[src/design/fmp_pkg.sv]
`default_nettype none

package fmp_pkg;

    // Default sizes of the arithmetic and of the term number
    localparam int VALUE_WIDTH_DEF = 64;
    localparam int INDEX_WIDTH_DEF = 32;

    // Fixed port widths
    localparam int FIB_PORT_W   = 64;
    localparam int INDEX_PORT_W = 32;

    // Top level sequencer states
    typedef enum logic [2:0] {
        S_IDLE,
        S_BIT,
        S_START,
        S_WAIT,
        S_COMMIT,
        S_DONE
    } state_t;

    // Matrix product in progress
    typedef enum logic {
        OP_MUL,     // acc = acc * q
        OP_SQR      // q = q * q
    } op_t;

    // Partial product of one split multiplication
    typedef enum logic [1:0] {
        PART_LL,    // lo * lo
        PART_LH,    // lo * hi, shifted up
        PART_HL     // hi * lo, shifted up
    } part_t;

    // Control into the dot product unit
    typedef struct packed {
        logic start;
    } dot_ctrl_t;

    // Status back from the dot product unit
    typedef struct packed {
        logic busy;
        logic done;
    } dot_stat_t;

endpackage

`default_nettype wire

[src/design/fmp_dot.sv]
`default_nettype none

// Two-term dot product a0*b0 + a1*b1 modulo 2^VALUE_WIDTH on one narrow
// multiplier. Each product is split into lo/hi halves; only the three
// partial products that reach the low VALUE_WIDTH bits are formed.
module fmp_dot
    import fmp_pkg::*;
#(
    parameter int VALUE_WIDTH = VALUE_WIDTH_DEF
)
(
    input  wire logic                   clk,
    input  wire logic                   rst_n,
    input  wire dot_ctrl_t              ctrl,
    input  wire logic [VALUE_WIDTH-1:0] a0,
    input  wire logic [VALUE_WIDTH-1:0] b0,
    input  wire logic [VALUE_WIDTH-1:0] a1,
    input  wire logic [VALUE_WIDTH-1:0] b1,
    output dot_stat_t                   stat,
    output logic      [VALUE_WIDTH-1:0] sum
);

    localparam int LO_W = (VALUE_WIDTH + 1) / 2;
    localparam int HI_W = VALUE_WIDTH - LO_W;
    localparam int PR_W = 2 * LO_W;

    logic [VALUE_WIDTH-1:0] a0_reg, b0_reg, a1_reg, b1_reg;
    logic [VALUE_WIDTH-1:0] acc_reg;
    part_t                  part_reg;
    logic                   term_reg;
    logic                   issue_reg;
    logic                   pvalid_reg;
    logic                   pshift_reg;
    logic                   done_reg;
    logic [PR_W-1:0]        prod_reg;

    logic [VALUE_WIDTH-1:0] opa, opb;
    logic [LO_W-1:0]        mul_a, mul_b;
    logic [VALUE_WIDTH-1:0] addend;
    logic                   last_issue;

    // Operand and half selection for the current partial product
    always_comb
    begin
        opa = term_reg ? a1_reg : a0_reg;
        opb = term_reg ? b1_reg : b0_reg;
        case (part_reg)
            PART_LL:
            begin
                mul_a = opa[LO_W-1:0];
                mul_b = opb[LO_W-1:0];
            end
            PART_LH:
            begin
                mul_a = opa[LO_W-1:0];
                mul_b = LO_W'(opb >> LO_W);
            end
            PART_HL:
            begin
                mul_a = LO_W'(opa >> LO_W);
                mul_b = opb[LO_W-1:0];
            end
            default:
            begin
                mul_a = '0;
                mul_b = '0;
            end
        endcase
    end

    assign last_issue = term_reg && (part_reg == PART_HL);

    // Registered product aligned into the result window
    assign addend = pshift_reg ? {prod_reg[HI_W-1:0], {LO_W{1'b0}}}
                               : prod_reg[VALUE_WIDTH-1:0];

    // Sequencing of the six partial products
    always_ff @(posedge clk or negedge rst_n)
    begin
        if (!rst_n)
        begin
            issue_reg  <= 1'b0;
            pvalid_reg <= 1'b0;
            done_reg   <= 1'b0;
            part_reg   <= PART_LL;
            term_reg   <= 1'b0;
        end
        else
        begin
            done_reg <= pvalid_reg && !issue_reg;
            if (ctrl.start)
            begin
                issue_reg  <= 1'b1;
                pvalid_reg <= 1'b0;
                part_reg   <= PART_LL;
                term_reg   <= 1'b0;
            end
            else
            begin
                pvalid_reg <= issue_reg;
                if (issue_reg)
                begin
                    case (part_reg)
                        PART_LL: part_reg <= PART_LH;
                        PART_LH: part_reg <= PART_HL;
                        default:
                        begin
                            part_reg <= PART_LL;
                            term_reg <= 1'b1;
                        end
                    endcase
                    if (last_issue)
                        issue_reg <= 1'b0;
                end
            end
        end
    end

    // Operand latch, multiplier and accumulator
    always_ff @(posedge clk)
    begin
        if (ctrl.start)
        begin
            a0_reg  <= a0;
            b0_reg  <= b0;
            a1_reg  <= a1;
            b1_reg  <= b1;
            acc_reg <= '0;
        end
        else
        begin
            if (issue_reg)
            begin
                prod_reg   <= mul_a * mul_b;
                pshift_reg <= (part_reg != PART_LL);
            end
            if (pvalid_reg)
                acc_reg <= acc_reg + addend;
        end
    end

    assign stat.busy = issue_reg || pvalid_reg;
    assign stat.done = done_reg;
    assign sum       = acc_reg;

endmodule

`default_nettype wire

[src/design/fibonacci_matrix_power_top.sv]
`default_nettype none

// Fibonacci term by 2x2 matrix exponentiation. A transaction on the input
// carries a signed term number; one result transaction returns F(n) modulo
// 2^VALUE_WIDTH (F(1) = F(2) = 1), zero-extended to 64 bits. For n <= 0 the
// value is all ones and invalid is set. Q = [[0,1],[1,1]] is raised to n-2 by
// square-and-multiply, least significant exponent bit first. Every matrix
// product is four dot products on the single split multiplier in fmp_dot,
// followed by a commit state. An exponent bit passes through a decision
// state and costs one product (bit clear) or two (bit set), and the top bit
// skips its square. For n <= 2 the sequencer goes from idle straight to its
// done state without forming a product. The block takes one item at a time
// and is ready again in the cycle after its result is loaded; a finished
// result waits in the output register while the next item enters.
module fibonacci_matrix_power_top
    import fmp_pkg::*;
#(
    parameter int VALUE_WIDTH = VALUE_WIDTH_DEF,
    parameter int INDEX_WIDTH = INDEX_WIDTH_DEF
)
(
    input  wire logic                    clk,
    input  wire logic                    rst_n,
    input  wire logic                    in_valid,
    output logic                         in_ready,
    input  wire logic [INDEX_PORT_W-1:0] index,
    output logic                         out_valid,
    input  wire logic                    out_ready,
    output logic      [FIB_PORT_W-1:0]   fib_value,
    output logic                         invalid
);

    localparam int EXP_W = INDEX_WIDTH - 1;

    typedef struct packed {
        logic [VALUE_WIDTH-1:0] e00;
        logic [VALUE_WIDTH-1:0] e01;
        logic [VALUE_WIDTH-1:0] e10;
        logic [VALUE_WIDTH-1:0] e11;
    } mat_t;

    localparam logic [VALUE_WIDTH-1:0] ONE  = VALUE_WIDTH'(1);
    localparam logic [VALUE_WIDTH-1:0] ZERO = '0;

    state_t                 state_reg, state_next;
    op_t                    op_reg;
    logic [1:0]             ent_reg;
    logic [EXP_W-1:0]       exp_reg;
    mat_t                   acc_reg, q_reg, tmp_reg;
    logic [VALUE_WIDTH-1:0] res_reg;
    logic                   res_inv_reg;
    logic                   out_valid_reg;
    logic [VALUE_WIDTH-1:0] fib_reg;
    logic                   inv_reg;

    logic [INDEX_WIDTH-1:0] raw;
    logic                   bad_index;
    logic                   small_index;
    logic                   in_fire;
    logic                   load_out;
    logic                   last_sqr;
    mat_t                   xm;
    logic [VALUE_WIDTH-1:0] x0, x1, y0, y1;
    dot_ctrl_t              dot_ctrl;
    dot_stat_t              dot_stat;
    logic [VALUE_WIDTH-1:0] dot_sum;

    // Input classification
    assign raw         = index[INDEX_WIDTH-1:0];
    assign bad_index   = raw[INDEX_WIDTH-1] || (raw == '0);
    assign small_index = (raw <= INDEX_WIDTH'(2));
    assign in_fire     = in_valid && in_ready;
    assign last_sqr    = ((exp_reg >> 1) == '0);

    // Dot product operands for entry (i, j) of X * q
    always_comb
    begin
        xm = (op_reg == OP_SQR) ? q_reg : acc_reg;
        x0 = ent_reg[1] ? xm.e10 : xm.e00;
        x1 = ent_reg[1] ? xm.e11 : xm.e01;
        y0 = ent_reg[0] ? q_reg.e01 : q_reg.e00;
        y1 = ent_reg[0] ? q_reg.e11 : q_reg.e10;
    end

    fmp_dot #(
        .VALUE_WIDTH(VALUE_WIDTH)
    ) u_dot (
        .clk  (clk),
        .rst_n(rst_n),
        .ctrl (dot_ctrl),
        .a0   (x0),
        .b0   (y0),
        .a1   (x1),
        .b1   (y1),
        .stat (dot_stat),
        .sum  (dot_sum)
    );

    // Next state
    always_comb
    begin
        state_next = state_reg;
        case (state_reg)
            S_IDLE:
                if (in_valid)
                    state_next = (bad_index || small_index) ? S_DONE : S_BIT;
            S_BIT:
                state_next = (exp_reg == '0) ? S_DONE : S_START;
            S_START:
                state_next = S_WAIT;
            S_WAIT:
                if (dot_stat.done)
                    state_next = (ent_reg == 2'd3) ? S_COMMIT : S_START;
            S_COMMIT:
                if (op_reg == OP_MUL && !last_sqr)
                    state_next = S_START;
                else
                    state_next = S_BIT;
            S_DONE:
                if (!out_valid_reg || out_ready)
                    state_next = S_IDLE;
            default:
                state_next = S_IDLE;
        endcase
    end

    // Control outputs
    always_comb
    begin
        in_ready       = 1'b0;
        dot_ctrl.start = 1'b0;
        load_out       = 1'b0;
        case (state_reg)
            S_IDLE:  in_ready       = 1'b1;
            S_START: dot_ctrl.start = 1'b1;
            S_DONE:  load_out       = !out_valid_reg || out_ready;
            default: ;
        endcase
    end

    // Control registers
    always_ff @(posedge clk or negedge rst_n)
    begin
        if (!rst_n)
        begin
            state_reg     <= S_IDLE;
            op_reg        <= OP_MUL;
            ent_reg       <= '0;
            out_valid_reg <= 1'b0;
        end
        else
        begin
            state_reg <= state_next;
            if (load_out)
                out_valid_reg <= 1'b1;
            else if (out_ready)
                out_valid_reg <= 1'b0;
            case (state_reg)
                S_BIT:
                begin
                    ent_reg <= '0;
                    op_reg  <= exp_reg[0] ? OP_MUL : OP_SQR;
                end
                S_WAIT:
                    if (dot_stat.done)
                        ent_reg <= ent_reg + 2'd1;
                S_COMMIT:
                    op_reg <= OP_SQR;
                default: ;
            endcase
        end
    end

    // Matrices, exponent and result
    always_ff @(posedge clk)
    begin
        case (state_reg)
            S_IDLE:
                if (in_fire)
                begin
                    exp_reg     <= EXP_W'(raw - INDEX_WIDTH'(2));
                    acc_reg     <= '{e00: ONE,  e01: ZERO, e10: ZERO, e11: ONE};
                    q_reg       <= '{e00: ZERO, e01: ONE,  e10: ONE,  e11: ONE};
                    res_inv_reg <= bad_index;
                    res_reg     <= bad_index ? {VALUE_WIDTH{1'b1}} : ONE;
                end
            S_BIT:
                if (exp_reg == '0)
                    res_reg <= acc_reg.e01 + acc_reg.e11;
            S_WAIT:
                if (dot_stat.done)
                begin
                    case (ent_reg)
                        2'd0:    tmp_reg.e00 <= dot_sum;
                        2'd1:    tmp_reg.e01 <= dot_sum;
                        2'd2:    tmp_reg.e10 <= dot_sum;
                        default: tmp_reg.e11 <= dot_sum;
                    endcase
                end
            S_COMMIT:
                if (op_reg == OP_MUL)
                begin
                    acc_reg <= tmp_reg;
                    if (last_sqr)
                        exp_reg <= '0;
                end
                else
                begin
                    q_reg   <= tmp_reg;
                    exp_reg <= exp_reg >> 1;
                end
            default: ;
        endcase
        if (load_out)
        begin
            fib_reg <= res_reg;
            inv_reg <= res_inv_reg;
        end
    end

    assign out_valid = out_valid_reg;
    assign fib_value = FIB_PORT_W'(fib_reg);
    assign invalid   = inv_reg;

    // Checks
    a_start_busy: assert property (@(posedge clk) disable iff (!rst_n)
        dot_ctrl.start |=> dot_stat.busy)
        else $error("dot unit did not start");

    a_accept_leaves_idle: assert property (@(posedge clk) disable iff (!rst_n)
        in_fire |=> (state_reg != S_IDLE))
        else $error("accepted transaction left sequencer idle");

    a_load_sets_valid: assert property (@(posedge clk) disable iff (!rst_n)
        load_out |=> out_valid_reg)
        else $error("result loaded without valid");

    a_no_start_when_busy: assert property (@(posedge clk) disable iff (!rst_n)
        dot_stat.busy |-> !dot_ctrl.start)
        else $error("dot unit restarted while busy");

    a_done_only_waiting: assert property (@(posedge clk) disable iff (!rst_n)
        dot_stat.done |-> (state_reg == S_WAIT))
        else $error("dot result arrived outside wait state");

endmodule

`default_nettype wire
[config.mk]
export PLATFORM = sky130hd
export DESIGN_NAME = fibonacci_matrix_power_top
export DESIGN_NICKNAME = d
export VERILOG_FILES = /design/src/design/fmp_pkg.sv /design/src/design/fmp_dot.sv /design/src/design/fibonacci_matrix_power_top.sv
export SDC_FILE = /design/constraint.sdc
export NUM_CORES = 2
export LEC_CHECK = 0
export BUFFER_PORTS_ARGS = -buffer_cell sky130_fd_sc_hd__buf_2
export CAP_MARGIN = 20
export CORE_ASPECT_RATIO = 0.75
export CORE_UTILIZATION = 55
export CTS_CLUSTER_SIZE = 24
export DETAILED_ROUTE_END_ITERATION = 10
export MAX_ROUTING_LAYER = met4
export PLACE_DENSITY = 0.71
export SKIP_CTS_REPAIR_TIMING = 1
export SYNTH_ARGS = -nofsm -noshare
export SYNTH_HDL_FRONTEND = slang
export SYNTH_HIERARCHICAL = 1
export SYNTH_SLANG_ARGS = --single-unit
[constraint.sdc]
create_clock -name clk -period 21.8 [get_ports clk]
set_input_delay 3.27 -clock clk [delete_from_list [all_inputs] [get_ports clk]]
set_output_delay 3.27 -clock clk [all_outputs]
set_load 0.02 [all_outputs]
==> flow_summary.toml <==
[floorplanning]
start_util_pct = 55.6
die_width_um = 471
core_area_sq_mm = 0.163
top_level_ports = 103
rows = 128
dieArea_sq_mm = 0.166
chipHeight_um = 353

[run_status]
violations = "slew limit"
status = "complete, but fails checks"

[critical_path]
required_ns = 22.36
critPathKind = "flop to flop"
cp_max_fo = 43
crit_top_cell = "fa_1"
cp_top_family = "adder cells"
cp-start-kind = "flop"
endpoint_kind = "flop"
path_buf_inv = 6
critical_path_arrival_ns = 11.83
slowest_stage = "o22ai_1"
crit_path_max_incr_delay_ns = 1.01

[synthesis]
netlist_area_sq_mm = 0.0906
syn_avg_cell_area_sq_um = 12.0
syn_inst = 7566
synth_nets = 8895
ys_warn_count = 6

[grt]
antenna_found_initial = 29
grtUsageMet2_pct = 50.8
grt_usage_pct = 38.5
grt_pass1_wl_um = 440000
grt_busiest_layer = "met1"
grt_util_met1_pct = 52.9
grt_max_degree = 228
grt_util_met3_pct = 14.6
overflow = 0
grt_pass1_vias = 61600

[clock_tree]
clk_path_buf_depth = 3
cts_root_buffer = "clkbuf_16"
clock_latency_ns = 0.82
cts_sinks = 1327
h-tree-depth = 3
cts_tree = "yes"
cts_made_buffers = 120
clk_pin_slew_ns = 0.07

[placed_design]
gp_congestion = 1.07
dpl.hpwl_um = 230000
place_area_sq_mm = 0.0937
io_buffers = 102

[route]
ant_nets = 0
viasPerCell = 6.36
wl_um = 308000
wire_per_inst_um = 31.4
drc = 0
drt_iter0_drc = 8281
num_vias = 62400
dr.pass1.iters = 8

[job]
drv_cap = 0

[min_path]
hold_path_class = "flop to flop"

[sta]
finalSetupViolations = 0
period_needed_ns = 11.28
fin_setup_tns_ns = 0
slew_violations = 46
max_freq_mhz = 88.7
slew_headroom_pct = -2.46
timing.final.crit_share_pct = 51.7
rsz0062_at_grt = "no"
finalHoldViolCount = 0
fin_skew_ns = 0.0557
tightest_slew_ns = 1.54

[cells_and_area]
fin_nets = 8856
drive_gt1_share_pct = 11.1
syn_to_final_growth_pct = 7.98
post-route-cell-area_sq_mm = 0.0978
[path summary, 6_finish.rpt]
check                                  start                 end  slack [ns]  depth (start not counted)
min reg2reg                      res_reg[26]       fib_value[26]        0.41                          0
max reg2reg                u_dot/part_reg[1]  u_dot/prod_reg[59]       10.52                         27
min                              res_reg[26]       fib_value[26]        0.41                          0
min in group asynchronous              rst_n   u_dot/part_reg[0]        2.61                          1
max                        u_dot/part_reg[1]  u_dot/prod_reg[59]       10.52                         27
max in group asynchronous              rst_n        state_reg[2]       18.51                          1
[layout by cell type (no fill, tap or decap), types with 58 or more instances in the layout]
cell type,instances
mux2_2,160
ha_1,395
mux2i_1,179
xor2_1,82
xnor2_1,117
dfxtp_1,64
inv_1,931
edfxtp_1,1250
nand3_1,71
clkbuf_16,120
o21ai_0,150
nand2_1,595
a21o_1,108
buf_4,161
nor2_1,778
a21oi_1,234
and3_1,277
fa_1,898
o22a_1,58
mux4_2,128
buf_2,102
[cell type report]
cell class                      instances  area, sq um
Clock inverter                         74          840
Fill cell                           12900        65100
Multi-Input combinational cell       4874        46400
Inverter                              931         3490
Clock buffer                          155         3180
Timing Repair Buffer                  273         1920
Antenna cell                           32         80.1
Tap cell                             2145         2680
Sequential cell                      1327        39200
[routing by layer]
metal / part of all wire [%] / wire, um
met3: 15 / 45100
met1: 40 / 123000
met5: 0 / 0
met4: 4.9 / 15300
met2: 40 / 125000
[per-stage QoR]
step	worst slack [ns]	hold slack (ns)	cells	utilization, %
3_3_place_gp	10.95	0.403	9544	57.5
5_1_grt	10.30	0.421	9805	60.0
6_report	10.52	0.406	9811	60.0
2_1_floorplan	1.75	0.400	7566	-
3_5_place_dp	10.94	0.405	9549	57.5
4_1_cts	10.87	0.400	9778	60.0
Power is not shown: default switching activity piles up to over one toggle a cycle in this logic, so the estimate is an artifact.
